===== src/sqltok_pkg.sv =====
`timescale 1ns / 1ps
package sqltok_pkg;

    localparam int POS_BITS_DEF    = 16;
    localparam int KEYWORD_MAX_DEF = 10;
    localparam int KW_COUNT        = 69;
    localparam int KW_BASE         = 22;

    typedef enum logic [3:0] {
        OP_TEXT = 4'd0,
        OP_END  = 4'd1
    } op_code_t;

    // token kinds
    localparam logic [6:0] K_END     = 7'd0;
    localparam logic [6:0] K_IDENT   = 7'd1;
    localparam logic [6:0] K_NUMBER  = 7'd2;
    localparam logic [6:0] K_STRING  = 7'd3;
    localparam logic [6:0] K_UNKNOWN = 7'd4;
    localparam logic [6:0] K_LPAREN  = 7'd5;
    localparam logic [6:0] K_RPAREN  = 7'd6;
    localparam logic [6:0] K_COMMA   = 7'd7;
    localparam logic [6:0] K_DOT     = 7'd8;
    localparam logic [6:0] K_SEMI    = 7'd9;
    localparam logic [6:0] K_STAR    = 7'd10;
    localparam logic [6:0] K_EQ      = 7'd11;
    localparam logic [6:0] K_NE      = 7'd12;
    localparam logic [6:0] K_LT      = 7'd13;
    localparam logic [6:0] K_LE      = 7'd14;
    localparam logic [6:0] K_GT      = 7'd15;
    localparam logic [6:0] K_GE      = 7'd16;
    localparam logic [6:0] K_PLUS    = 7'd17;
    localparam logic [6:0] K_MINUS   = 7'd18;
    localparam logic [6:0] K_DIVIDE  = 7'd19;
    localparam logic [6:0] K_MODULO  = 7'd20;
    localparam logic [6:0] K_CONCAT  = 7'd21;

    // scanner modes, one-hot
    typedef enum logic [14:0] {
        M_IDLE        = 15'h0001,
        M_IDENT       = 15'h0002,
        M_NUMBER      = 15'h0004,
        M_STRING      = 15'h0008,
        M_STR_ESC     = 15'h0010,
        M_LINE_CMT    = 15'h0020,
        M_BLOCK_CMT   = 15'h0040,
        M_BLOCK_STAR  = 15'h0080,
        M_OP_LT       = 15'h0100,
        M_OP_GT       = 15'h0200,
        M_OP_BANG     = 15'h0400,
        M_OP_BAR      = 15'h0800,
        M_OP_MINUS    = 15'h1000,
        M_OP_SLASH    = 15'h2000,
        M_DRAIN       = 15'h4000
    } lex_mode_t;

    typedef struct packed {
        logic       operation;
        logic [7:0] ch;
    } in_word_t;

    typedef struct packed {
        logic [6:0]  token_kind;
        logic [15:0] token_line;
        logic [15:0] start_column;
        logic [15:0] text_length;
        logic [7:0]  first_char;
        logic        last_of_run;
    } out_word_t;

    // keyword text, left aligned, space padded; kw_len gives its length
    localparam logic [79:0] KW_TEXT [KW_COUNT] = '{
        "SELECT    ", "FROM      ", "WHERE     ", "INSERT    ", "INTO      ",
        "VALUES    ", "UPDATE    ", "SET       ", "DELETE    ", "CREATE    ",
        "TABLE     ", "DROP      ", "ALTER     ", "ADD       ", "MODIFY    ",
        "PRIMARY   ", "KEY       ", "NOT       ", "NULL      ", "UNIQUE    ",
        "FOREIGN   ", "REFERENCES", "DEFAULT   ", "CHECK     ", "CONSTRAINT",
        "AND       ", "OR        ", "IN        ", "BETWEEN   ", "LIKE      ",
        "IS        ", "ORDER     ", "BY        ", "GROUP     ", "HAVING    ",
        "LIMIT     ", "OFFSET    ", "DISTINCT  ", "INNER     ", "LEFT      ",
        "RIGHT     ", "FULL      ", "OUTER     ", "JOIN      ", "ON        ",
        "USING     ", "UNION     ", "INTERSECT ", "EXCEPT    ", "CASE      ",
        "WHEN      ", "THEN      ", "ELSE      ", "END       ", "AS        ",
        "ASC       ", "DESC      ", "INT       ", "BIGINT    ", "FLOAT     ",
        "DOUBLE    ", "DECIMAL   ", "VARCHAR   ", "CHAR      ", "BOOLEAN   ",
        "DATE      ", "TIMESTAMP ", "TEXT      ", "BLOB      "
    };

    function automatic logic [3:0] kw_len(input logic [79:0] t);
        logic [3:0] n;
        n = 4'd0;
        for (int k = 0; k < 10; k++) begin
            if (t[79-8*k -: 8] != 8'h20) n = 4'(k + 1);
        end
        return n;
    endfunction

    function automatic logic is_digit(input logic [7:0] c);
        return c >= "0" && c <= "9";
    endfunction

    function automatic logic is_alpha(input logic [7:0] c);
        return (c >= "A" && c <= "Z") || (c >= "a" && c <= "z");
    endfunction

    function automatic logic is_space(input logic [7:0] c);
        return c == " " || (c >= 8'd9 && c <= 8'd13);
    endfunction

    function automatic logic [7:0] to_upper(input logic [7:0] c);
        return (c >= "a" && c <= "z") ? c - 8'd32 : c;
    endfunction

endpackage


===== src/sqltok_kwmatch.sv =====
`timescale 1ns / 1ps
module sqltok_kwmatch
    import sqltok_pkg::*;
#(
    parameter int KEYWORD_MAX = KEYWORD_MAX_DEF,
    parameter int LEN_BITS    = POS_BITS_DEF
)
(
    input  logic [KEYWORD_MAX-1:0][7:0] word,
    input  logic [LEN_BITS-1:0]         word_len,
    input  logic                        too_long,
    output logic [6:0]                  kind
);

    // compare the buffered word against every keyword in parallel
    always_comb
    begin
        logic hit;
        logic [3:0] kl;
        kind = K_IDENT;
        for (int i = KW_COUNT - 1; i >= 0; i--) begin
            kl  = kw_len(KW_TEXT[i]);
            hit = !too_long && (word_len == LEN_BITS'(kl));
            for (int k = 0; k < 10; k++) begin
                if (k < int'(kl) && k < KEYWORD_MAX) begin
                    if (word[k] != KW_TEXT[i][79-8*k -: 8]) hit = 1'b0;
                end
            end
            if (hit) kind = 7'(KW_BASE + i);
        end
    end

endmodule


===== src/sqltok_outq.sv =====
`timescale 1ns / 1ps
module sqltok_outq
    import sqltok_pkg::*;
(
    input  logic       clk,
    input  logic       rst_n,
    input  logic       push,
    input  logic [1:0] push_n,
    input  out_word_t  push_a,
    input  out_word_t  push_b,
    output logic       room,
    output logic       out_valid,
    output out_word_t  out_word,
    input  logic       out_stall
);

    // four-entry queue; takes up to two words a cycle
    out_word_t  mem_reg [4];
    logic [1:0] rd_reg, rd_next, wr_reg, wr_next;
    logic [2:0] cnt_reg, cnt_next;
    logic       pop;

    assign pop       = cnt_reg != 3'd0 && !out_stall;
    assign out_valid = cnt_reg != 3'd0;
    assign out_word  = mem_reg[rd_reg];
    assign room      = (cnt_reg - 3'(pop)) <= 3'd2;

    always_comb
    begin
        logic [1:0] np;
        np       = push ? push_n : 2'd0;
        rd_next  = rd_reg + 2'(pop);
        wr_next  = wr_reg + np;
        cnt_next = cnt_reg + 3'(np) - 3'(pop);
    end

    // advance pointers
    always_ff @(posedge clk or negedge rst_n)
    begin
        if (!rst_n)
        begin
            rd_reg  <= 2'd0;
            wr_reg  <= 2'd0;
            cnt_reg <= 3'd0;
        end
        else
        begin
            rd_reg  <= rd_next;
            wr_reg  <= wr_next;
            cnt_reg <= cnt_next;
        end
    end

    // store pushed words
    always_ff @(posedge clk)
    begin
        if (push && push_n != 2'd0) mem_reg[wr_reg] <= push_a;
        if (push && push_n == 2'd2) mem_reg[wr_reg + 2'd1] <= push_b;
    end

endmodule


===== src/sql_tokenizer.sv =====
`timescale 1ns / 1ps
// Result words: each is written into the output queue when its byte is taken and shown from there.
// Throughput: one byte per cycle while in_stall is low; the scanner state is registered per byte taken.
// Up to two words per byte enter a four-entry output queue drained one per cycle while out_stall is low.
// Input stalls only while the queue lacks room for two words.
// Reset (rst_n low, asynchronous): idle, line 1, column 1, queue empty.
module sql_tokenizer
    import sqltok_pkg::*;
#(
    parameter int POS_BITS    = POS_BITS_DEF,
    parameter int KEYWORD_MAX = KEYWORD_MAX_DEF
)
(
    input  logic      clk,
    input  logic      rst_n,
    input  logic      in_valid,
    output logic      in_stall,
    input  in_word_t  in_word,
    output logic      out_valid,
    input  logic      out_stall,
    output out_word_t out_word
);

    localparam logic [POS_BITS-1:0] PMAX = '1;
    localparam logic [POS_BITS-1:0] PONE = POS_BITS'(1);

    lex_mode_t mode_reg, mode_next;
    logic [POS_BITS-1:0] cline_reg, cline_next, ccol_reg, ccol_next;
    logic [POS_BITS-1:0] tline_reg, tline_next, tcol_reg, tcol_next;
    logic [POS_BITS-1:0] tlen_reg, tlen_next;
    logic [7:0] tfirst_reg, tfirst_next, quote_reg, quote_next;
    logic dot_reg, dot_next, long_reg, long_next;
    logic [KEYWORD_MAX-1:0][7:0] wbuf_reg, wbuf_next;

    logic room, take;
    logic [6:0] wkind;
    logic [1:0] n;
    out_word_t ra, rb;

    assign in_stall = !room;
    assign take     = in_valid && room;

    sqltok_kwmatch #(.KEYWORD_MAX(KEYWORD_MAX), .LEN_BITS(POS_BITS)) u_kw (
        .word(wbuf_reg), .word_len(tlen_reg), .too_long(long_reg), .kind(wkind)
    );

    function automatic logic [15:0] f16(input logic [POS_BITS-1:0] v);
        logic [31:0] w;
        w = 32'(v);
        return w[15:0];
    endfunction

    // scan one byte
    always_comb
    begin
        logic [7:0] c;
        logic again, fl, ed;
        logic [6:0] k;
        logic [POS_BITS-1:0] fl_len;
        logic [7:0] fl_first, ec;
        mode_next = mode_reg; cline_next = cline_reg; ccol_next = ccol_reg;
        tline_next = tline_reg; tcol_next = tcol_reg; tlen_next = tlen_reg;
        tfirst_next = tfirst_reg; quote_next = quote_reg; dot_next = dot_reg;
        long_next = long_reg; wbuf_next = wbuf_reg;
        n = 2'd0; ra = '0; rb = '0;
        c = in_word.ch; again = 1'b0; fl = 1'b0; ed = 1'b0;
        k = K_IDENT; fl_len = tlen_reg; fl_first = tfirst_reg; ec = c;

        // what a flush of the held token gives
        case (mode_reg)
            M_IDENT:   k = wkind;
            M_NUMBER:  k = K_NUMBER;
            M_STRING:  k = K_STRING;
            M_STR_ESC:
            begin
                k = K_STRING;
                fl_first = (tlen_reg == '0) ? 8'd0 : tfirst_reg;
                fl_len = (tlen_reg == PMAX) ? PMAX : tlen_reg + 1'b1;
            end
            M_OP_LT:   begin k = K_LT;      fl_len = PONE; fl_first = "<"; end
            M_OP_GT:   begin k = K_GT;      fl_len = PONE; fl_first = ">"; end
            M_OP_BANG: begin k = K_UNKNOWN; fl_len = PONE; fl_first = "!"; end
            M_OP_BAR:  begin k = K_UNKNOWN; fl_len = PONE; fl_first = "|"; end
            M_OP_MINUS: begin k = K_MINUS;  fl_len = PONE; fl_first = "-"; end
            M_OP_SLASH: begin k = K_DIVIDE; fl_len = PONE; fl_first = "/"; end
            default:   k = K_IDENT;
        endcase
        fl = mode_reg inside {M_IDENT, M_NUMBER, M_STRING, M_STR_ESC, M_OP_LT,
                              M_OP_GT, M_OP_BANG, M_OP_BAR, M_OP_MINUS, M_OP_SLASH};
        ra = '{k, f16(tline_reg), f16(tcol_reg), f16(fl_len), fl_first, 1'b0};

        if (in_word.operation)
        begin
            if (mode_reg != M_DRAIN)
            begin
                rb = '{K_END, f16(cline_reg), f16(ccol_reg), 16'd0, 8'd0, 1'b1};
                if (fl) n = 2'd2;
                else begin ra = rb; n = 2'd1; end
            end
            mode_next = M_IDLE;
            cline_next = PONE; ccol_next = PONE;
        end
        else if (mode_reg == M_DRAIN)
        begin
            n = 2'd0;
        end
        else if (c == 8'd0 && mode_reg != M_STR_ESC)
        begin
            rb = '{K_END, f16(cline_reg), f16(ccol_reg), 16'd0, 8'd0, 1'b1};
            if (fl) n = 2'd2;
            else begin ra = rb; n = 2'd1; end
            mode_next = M_DRAIN;
        end
        else
        begin
            case (mode_reg)
                M_IDENT:
                    if (is_alpha(c) || is_digit(c) || c == "_")
                    begin
                        if (tlen_reg < POS_BITS'(KEYWORD_MAX))
                            wbuf_next[tlen_reg[$clog2(KEYWORD_MAX)-1:0]] = to_upper(c);
                        else long_next = 1'b1;
                        tlen_next = (tlen_reg == PMAX) ? PMAX : tlen_reg + 1'b1;
                    end
                    else begin ed = 1'b1; again = 1'b1; end
                M_NUMBER:
                    if (is_digit(c) || (c == "." && !dot_reg))
                    begin
                        if (c == ".") dot_next = 1'b1;
                        tlen_next = (tlen_reg == PMAX) ? PMAX : tlen_reg + 1'b1;
                    end
                    else begin ed = 1'b1; again = 1'b1; end
                M_STRING:
                    if (c == quote_reg) ed = 1'b1;
                    else if (c == "\\") mode_next = M_STR_ESC;
                    else
                    begin
                        if (tlen_reg == '0) tfirst_next = c;
                        tlen_next = (tlen_reg == PMAX) ? PMAX : tlen_reg + 1'b1;
                    end
                M_STR_ESC:
                begin
                    ec = (c == "n") ? 8'd10 : (c == "t") ? 8'd9 : (c == "r") ? 8'd13 : c;
                    if (tlen_reg == '0) tfirst_next = ec;
                    tlen_next = (tlen_reg == PMAX) ? PMAX : tlen_reg + 1'b1;
                    mode_next = M_STRING;
                end
                M_LINE_CMT:   if (c == "\n") mode_next = M_IDLE;
                M_BLOCK_CMT:  if (c == "*") mode_next = M_BLOCK_STAR;
                M_BLOCK_STAR:
                    if (c == "/") mode_next = M_IDLE;
                    else if (c != "*") mode_next = M_BLOCK_CMT;
                M_OP_LT:
                    if (c == ">" || c == "=")
                    begin
                        ra.token_kind = (c == ">") ? K_NE : K_LE;
                        ra.text_length = 16'd2; n = 2'd1; mode_next = M_IDLE;
                    end
                    else begin ed = 1'b1; again = 1'b1; end
                M_OP_GT, M_OP_BANG:
                    if (c == "=")
                    begin
                        ra.token_kind = (mode_reg == M_OP_GT) ? K_GE : K_NE;
                        ra.text_length = 16'd2; n = 2'd1; mode_next = M_IDLE;
                    end
                    else begin ed = 1'b1; again = 1'b1; end
                M_OP_BAR:
                    if (c == "|")
                    begin
                        ra.token_kind = K_CONCAT;
                        ra.text_length = 16'd2; n = 2'd1; mode_next = M_IDLE;
                    end
                    else begin ed = 1'b1; again = 1'b1; end
                M_OP_MINUS:
                    if (c == "-") mode_next = M_LINE_CMT;
                    else begin ed = 1'b1; again = 1'b1; end
                M_OP_SLASH:
                    if (c == "*") mode_next = M_BLOCK_CMT;
                    else begin ed = 1'b1; again = 1'b1; end
                default: again = 1'b1;
            endcase
            if (ed)
            begin
                n = 2'd1;
                mode_next = M_IDLE;
            end
            // start a new token from this byte
            if (again)
            begin
                if (is_space(c))
                begin
                end
                else if (c == "'" || c == "\"")
                begin
                    mode_next = M_STRING; quote_next = c;
                    tline_next = cline_reg; tcol_next = ccol_reg;
                    tlen_next = '0; tfirst_next = 8'd0;
                end
                else if (is_digit(c) || is_alpha(c) || c == "_")
                begin
                    mode_next = is_digit(c) ? M_NUMBER : M_IDENT;
                    dot_next = 1'b0; long_next = 1'b0;
                    wbuf_next[0] = to_upper(c);
                    tline_next = cline_reg; tcol_next = ccol_reg;
                    tlen_next = PONE; tfirst_next = c;
                end
                else if (c inside {"<", ">", "!", "|", "-", "/"})
                begin
                    case (c)
                        "<":     mode_next = M_OP_LT;
                        ">":     mode_next = M_OP_GT;
                        "!":     mode_next = M_OP_BANG;
                        "|":     mode_next = M_OP_BAR;
                        "-":     mode_next = M_OP_MINUS;
                        default: mode_next = M_OP_SLASH;
                    endcase
                    tline_next = cline_reg; tcol_next = ccol_reg;
                    tlen_next = '0; tfirst_next = 8'd0;
                end
                else
                begin
                    case (c)
                        "(":     k = K_LPAREN;
                        ")":     k = K_RPAREN;
                        ",":     k = K_COMMA;
                        ".":     k = K_DOT;
                        ";":     k = K_SEMI;
                        "*":     k = K_STAR;
                        "=":     k = K_EQ;
                        "+":     k = K_PLUS;
                        "%":     k = K_MODULO;
                        default: k = K_UNKNOWN;
                    endcase
                    rb = '{k, f16(cline_reg), f16(ccol_reg), 16'd1, c, 1'b0};
                    if (n == 2'd0) begin ra = rb; n = 2'd1; end
                    else n = 2'd2;
                end
            end
            // advance position
            if (c == "\n")
            begin
                cline_next = (cline_reg == PMAX) ? PMAX : cline_reg + 1'b1;
                ccol_next = PONE;
            end
            else ccol_next = (ccol_reg == PMAX) ? PMAX : ccol_reg + 1'b1;
        end
        if (n == 2'd1) ra.last_of_run = 1'b1;
        if (n == 2'd2) rb.last_of_run = 1'b1;
    end

    // hold scanner state
    always_ff @(posedge clk or negedge rst_n)
    begin
        if (!rst_n)
        begin
            mode_reg <= M_IDLE;
            cline_reg <= PONE; ccol_reg <= PONE; tline_reg <= PONE; tcol_reg <= PONE;
            tlen_reg <= '0; tfirst_reg <= '0; quote_reg <= '0;
            dot_reg <= 1'b0; long_reg <= 1'b0;
        end
        else if (take)
        begin
            mode_reg <= mode_next;
            cline_reg <= cline_next; ccol_reg <= ccol_next;
            tline_reg <= tline_next; tcol_reg <= tcol_next;
            tlen_reg <= tlen_next; tfirst_reg <= tfirst_next; quote_reg <= quote_next;
            dot_reg <= dot_next; long_reg <= long_next;
        end
    end

    // word buffer holds no reset
    always_ff @(posedge clk)
    begin
        if (take) wbuf_reg <= wbuf_next;
    end

    sqltok_outq u_q (
        .clk(clk), .rst_n(rst_n), .push(take), .push_n(n), .push_a(ra), .push_b(rb),
        .room(room), .out_valid(out_valid), .out_word(out_word), .out_stall(out_stall)
    );

endmodule


===== config.mk =====
export PLATFORM = sky130hd
export DESIGN_NAME = sql_tokenizer
export DESIGN_NICKNAME = d
export VERILOG_FILES = /design/src/sqltok_pkg.sv /design/src/sqltok_kwmatch.sv /design/src/sqltok_outq.sv /design/src/sql_tokenizer.sv
export SDC_FILE = /design/constraint.sdc
export NUM_CORES = 1
export LEC_CHECK = 0
export BUFFER_PORTS_ARGS = -buffer_cell sky130_fd_sc_hd__buf_2
export CELL_PAD_IN_SITES_DETAIL_PLACEMENT = 1
export CELL_PAD_IN_SITES_GLOBAL_PLACEMENT = 2
export CORE_ASPECT_RATIO = 1.5
export CORE_UTILIZATION = 42
export CTS_CLUSTER_SIZE = 30
export DETAILED_ROUTE_END_ITERATION = 8
export PLACE_DENSITY = 0.86
export SETUP_SLACK_MARGIN = 0.5
export SYNTH_ARGS = -nofsm -noshare
export SYNTH_HDL_FRONTEND = slang
export SYNTH_SLANG_ARGS = --single-unit

===== constraint.sdc =====
create_clock -name clk -period 6.3 [get_ports clk]
set_input_delay 0.63 -clock clk [delete_from_list [all_inputs] [get_ports clk]]
set_output_delay 0.63 -clock clk [all_outputs]
set_load 0.05 [all_outputs]

After elaboration in Yosys (flattened, before gate mapping)
Memory sizes are Yosys's and may differ from the RTL's.
Index checks and enable logic that the tools add are counted.
{"block": "totals", "regBits": 200, "ramBits": 256, "inputBits": 13, "output_inout_bits": 66, "word_cells": 836, "memories": 1}
{"block": "classes", "add_sub_neg": 10, "order_cmp": 12, "n_eq_ne": 175, "n_mux": 559, "bitwise": 4, "n_reduce_logical": 52}
{"memory": "u_q.mem_reg", "depth": 4, "width": 64, "rd": 1, "rd_clocked_by_memory_dff": 0, "wr": 2, "line": "sqltok_outq.sv:18", "text": "out_word_t mem_reg [4];"}
{"cell": "!= test 8 x 7 -> 1 bit (second input constant)", "n": 117}
{"cell": "2-to-1 mux 64 bit", "n": 12}
{"cell": "2-to-1 mux 7 bit", "n": 72}
{"cell": "2-to-1 mux 16 bit", "n": 29}
{"cell": "2-to-1 mux 62 bit", "n": 7}
{"cell": "2-to-1 mux 1 bit", "n": 362}
{"cell": "2-to-1 mux 15 bit", "n": 20}
{"cell": "2-to-1 mux 8 bit", "n": 22}
{"cell": "one-hot mux 15 bit (10 select lines)", "n": 1}
{"cell": "== test 8 x 6 -> 1 bit (second input constant)", "n": 17}
{"cell": "bitwise mux 80 bit", "n": 1}
{"cell": "one-hot mux 14 bit (5 select lines)", "n": 1}
{"cell": "== test 16 x 3 -> 1 bit (second input constant)", "n": 4}
{"cell": "one-hot mux 16 bit (4 select lines)", "n": 1}
{"cell": "2-to-1 mux 57 bit", "n": 1}
{"cell": "one-hot mux 7 bit (8 select lines)", "n": 1}
{"cell": "one-hot mux 8 bit (7 select lines)", "n": 1}
{"cell": "adder 16 x 1 -> 16 bit (second input constant)", "n": 3}
{"cell": "== test 16 bit (second input constant)", "n": 3}
{"cell": "== test 16 x 4 -> 1 bit (second input constant)", "n": 3}
{"cell": "== test 8 x 7 -> 1 bit (second input constant)", "n": 6}
{"cell": "one-hot mux 16 bit (3 select lines)", "n": 1}
{"cell": "one-hot mux 5 bit (9 select lines)", "n": 1}
{"cell": "2-to-1 mux 2 bit", "n": 17}
{"cell": "65 further kinds", "n": 109}

Longest topological paths before layout
{"block": "depth", "word_depth": 91, "depth_mapped": 20, "depth_no_buf": 18}

Cells and area by module
From an unflattened synthesis, not the netlist that was laid out.
{"block": "hier_totals", "hier_cells": 2401, "hier_area_um2": 27796.7}
{"mod": "sqltok_outq", "instances": 1, "cells_per_inst": 670, "area_per_inst_um2": 13071.3, "seq_area_each_um2": 7862.5}
{"mod": "sql_tokenizer", "instances": 1, "cells_per_inst": 1241, "area_per_inst_um2": 11697.5, "seq_area_each_um2": 5236.3}
{"mod": "sqltok_kwmatch", "instances": 1, "cells_per_inst": 490, "area_per_inst_um2": 3027.9, "seq_area_each_um2": 0.0}

Worst setup path after synthesis
Ideal clock, no wire load.
{"block": "synth_timing", "kind": "input to register", "startpoint": "in in_word[6] (netlist name)", "endpoint": "mem u_q.mem_reg[3][0] (netlist name), enable pin", "setup_time_ns": 0.576, "arrival_time_ns": 5.048, "required_ns": 5.724, "setup_slack_ns": 0.676, "stages": 15, "n_path_buf": 3, "cell_sequence": "clkbuf_1 -> clkbuf_1 -> inv_1 -> ha_1 -> a21oi_1 -> a2111oi_4 -> nor4_1 -> a2111oi_2 -> nand2_1 -> ha_1 -> nand3b_1 -> o2111a_1 -> o21bai_1 -> clkbuf_1 -> nand2_1"}
{"item": "from (decl)", "line": "sql_tokenizer.sv:18", "text": "input in_word_t in_word,"}
{"item": "to (decl)", "line": "sqltok_outq.sv:18"}

==> flow_metrics.py <==
metrics = {
    "sta": {
        "period_share_pct": 83.9,
        "setup_tns_ps": 0,
        "setup_viol": 0,
        "maxClockFrequency_ghz": 0.189,
        "fin_crit_ps": 5280,
        "worst_slew_pin_slew_ps": 1400,
        "finalMaxSlewViolations": 0,
        "hold_viol": 0,
        "rsz0062_at_grt": "false",
        "clock_skew_ps": 17.6,
        "slew_headroom_pct": 5.54,
    },
    "synth": {
        "syn_avg_cell_area_sq_um": 10.0,
        "synth.most_common_cell": "edfxtp_1",
        "synth_top_area_share_pct": 29.5,
        "synth.area.top_cells": "edfxtp_1, dfrtp_1, a32o_1, mux4_2, dfxtp_1",
        "synth_area_leader_cell": "edfxtp_1",
        "synth-edff-count": 268,
        "synth.yosys.warnings": 0,
        "ys_ff_latch": 456,
        "seq_area_frac_synth_pct": 45.5,
        "netlist_area_sq_mm": 0.0273,
        "synthArstFlopShare_pct": 26.3,
        "synth-main-ff-cell": "edfxtp_1",
        "synth_common_cells": "edfxtp_1, nand3_1, nor2_1, nand2_1, clkbuf_1",
        "synth_fp_nets": 2751,
        "synthCells": 2721,
        "yosysUniqueCellTypes": 102,
    },
    "cts": {
        "hold_buffers": 0,
        "ctsLongestPathBuffers": 3,
        "postCtsSetupBuffers": 0,
        "cts.repair.resized": 0,
        "htreeDepth": 2,
        "root_buffer": "clkbuf_16",
        "cts_tree": "yes",
        "cts_buffers": 45,
        "clk_latency_ps": 610,
        "cts.sinks": 456,
        "path_clk_slew_ps": 60,
    },
    "setup_path": {
        "worst-path-buf-inv": 1,
        "crit_path_end_kind": "flip-flop",
        "cp_max_fo": 32,
        "cp.arrival_ps": 5740,
        "critPathLaunchType": "flip-flop",
        "worstPathRequired_ps": 6750,
        "critPathTopFamily": "simple AND/OR/NAND/NOR gates",
        "slowest_delay_ps": 1050,
        "path_cells": "or4_1 -> nor4_2 -> nor2_1 -> nor2_1 -> nor2_1 -> nor3_4 -> nand2_1 -> o32ai_4 -> buf_4 -> a32o_1",
        "worst_path_max_delay_cell": "nor4_2",
        "cpMostUsedCell": "nor2_1",
        "crit_type": "flip-flop to flip-flop",
    },
    "hold_path": {
        "hold_path.class": "input pin to async pin",
    },
    "floorplanning": {
        "core_sq_mm": 0.0643,
        "fp-row-count": 114,
        "die_x_um": 210,
        "pin_count": 79,
        "dieArea_sq_mm": 0.0660,
        "initial_utilization_pct": 42.4,
        "die_h_um": 314,
    },
    "detailed_routing": {
        "route.antenna.remaining_nets": 0,
        "vias": 26300,
        "dr.first_iter.drc_count": 2366,
        "routed_wl_um": 144000,
        "vias_per_cell": 7.20,
        "drc_errors": 0,
        "wire_per_inst_um": 39.3,
        "drt-pass1-iter-count": 6,
    },
    "grt": {
        "first_global_vias": 27700,
        "grt_max_degree": 62,
        "antenna_found_initial": 9,
        "globalRoute.totalOverflow": 0,
        "grt_use_total_pct": 43.8,
        "grt_pass1_wl_um": 205000,
    },
    "finish": {
        "nets": 2772,
        "largest_reg_flops": 256,
        "num-fill-cells": 7075,
        "drive_gt1_share_pct": 16.5,
        "instances_no_fill": 3655,
        "multi_input_area_sq_mm": 0.0140,
        "regArea_sq_mm": 0.0124,
        "syn2layout_area_growth_pct": 11.5,
    },
    "place": {
        "gp_congestion": 1.07,
        "io_buffers": 78,
        "placed_cells": 3564,
        "dp_hpwl_um": 105000,
    },
    "outcome": {
        "status": "finished clean",
    },
    "power": {
        "power_density_mw_per_mm2": 319,
        "p_leak_nw": 10.1,
        "irDropWorstVdd_mv": 0.370,
    },
    "flow_run": {
        "drv_cap": 0,
    },
}
[power breakdown]
group	switching, mW	internal, mW	leakage [nW]	total, mW
Sequential	0.359	3.48	4.57	3.84
Combinational	2.23	0.870	4.84	3.10
Clock	1.23	1.54	0.731	2.77
Total	3.82	5.89	10.1	9.71
[layout make-up]
class	instances	area share, %
clock buffers	63	4.26
clock inverters	20	0.605
repair buffers	196	4.38
inverters	33	0.407
well taps	870	3.58
flip-flops and latches	456	40.8
multi-input cells	2010	45.9
diodes	7	0.0576
[cell families (layout without fill, tap and decap cells)]
kind of cell,after synthesis,after routing,share of synthesized area (%)
AND/OR/NAND/NOR,1220,1220,24.5
AO/OA/AOI/OAI,644,644,17.6
flip-flops,456,456,45.5
buffers and inverters,255,312,3.82
multiplexers,108,108,7.09
XOR/XNOR,21,21,0.674
adder cells (fa/ha/maj),17,17,0.807
other,0,7,0
[cells in the final DEF, fill, tap and decap left out, types with 26 or more instances in the layout]
master	synthesis	routed
mux4_2	64	64
a21oi_1	64	64
o21ai_0	153	153
buf_4	2	113
dfxtp_1	68	68
nor2b_1	40	39
nor4b_1	27	26
nand4_1	101	101
a32o_1	157	157
a31oi_1	27	27
o22ai_1	44	44
clkbuf_16	0	48
dfrtp_1	115	113
nor3_1	106	103
edfxtp_1	268	268
nand3_1	214	214
buf_2	25	77
inv_1	31	31
nand2_1	194	190
and3_1	42	42
o21ai_1	30	27
mux2_2	42	42
nand2b_1	28	28
nor2_1	204	200
nor4_1	77	73
[worst paths after layout]
check                                                start                         endpoint  slack (ps)  cells after the start
min in group clk                                in_word[0]            wbuf_reg[8]$_DFFE_PP_         470                      1
max                                mode_reg[2]$_DFFE_PN0P_     u_q.mem_reg[1][29]$_DFFE_PP_        1020                     10
max reg2reg                        mode_reg[2]$_DFFE_PN0P_     u_q.mem_reg[1][29]$_DFFE_PP_        1020                     10
max in group asynchronous                            rst_n          u_q.rd_reg[1]$_DFF_PN0_        4730                      2
min reg2reg                u_q.mem_reg[0][23]$_SDFFE_PP0P_  u_q.mem_reg[0][23]$_SDFFE_PP0P_         470                      2
min                                                  rst_n          tcol_reg[9]$_DFFE_PN0P_          20                      1
[routing by layer]
layer | track usage [%] | wire length, um | vias to the layer above
met3 | 10.4 | 10700 | 628
met5 | 0.734 | 118 | -
met2 | 77.0 | 72800 | 1489
met4 | 43.1 | 16700 | 10
li1 | - | - | 10800
met1 | 40.8 | 43200 | 13300
[through the flow]
| stage | hold WS [ps] | setup WS [ps] | util, % | total power [mW] | cell area, sq um |
|---|---|---|---|---|---|
| 6_report | 16.6 | 1020 | 47.3 | 9.71 | 30400 |
| 5_1_grt | 49.4 | 848 | 47.3 | 9.92 | 30400 |
| 4_1_cts | 52.0 | 1170 | 47.2 | 9.67 | 30400 |
| 3_5_place_dp | 456 | 849 | 44.9 | 6.91 | 28900 |
| 3_3_place_gp | 444 | 966 | 44.9 | 6.79 | 28900 |
| 2_1_floorplan | 334 | 676 | - | 5.86 | 27300 |
Power figures use the tool's default switching activity.
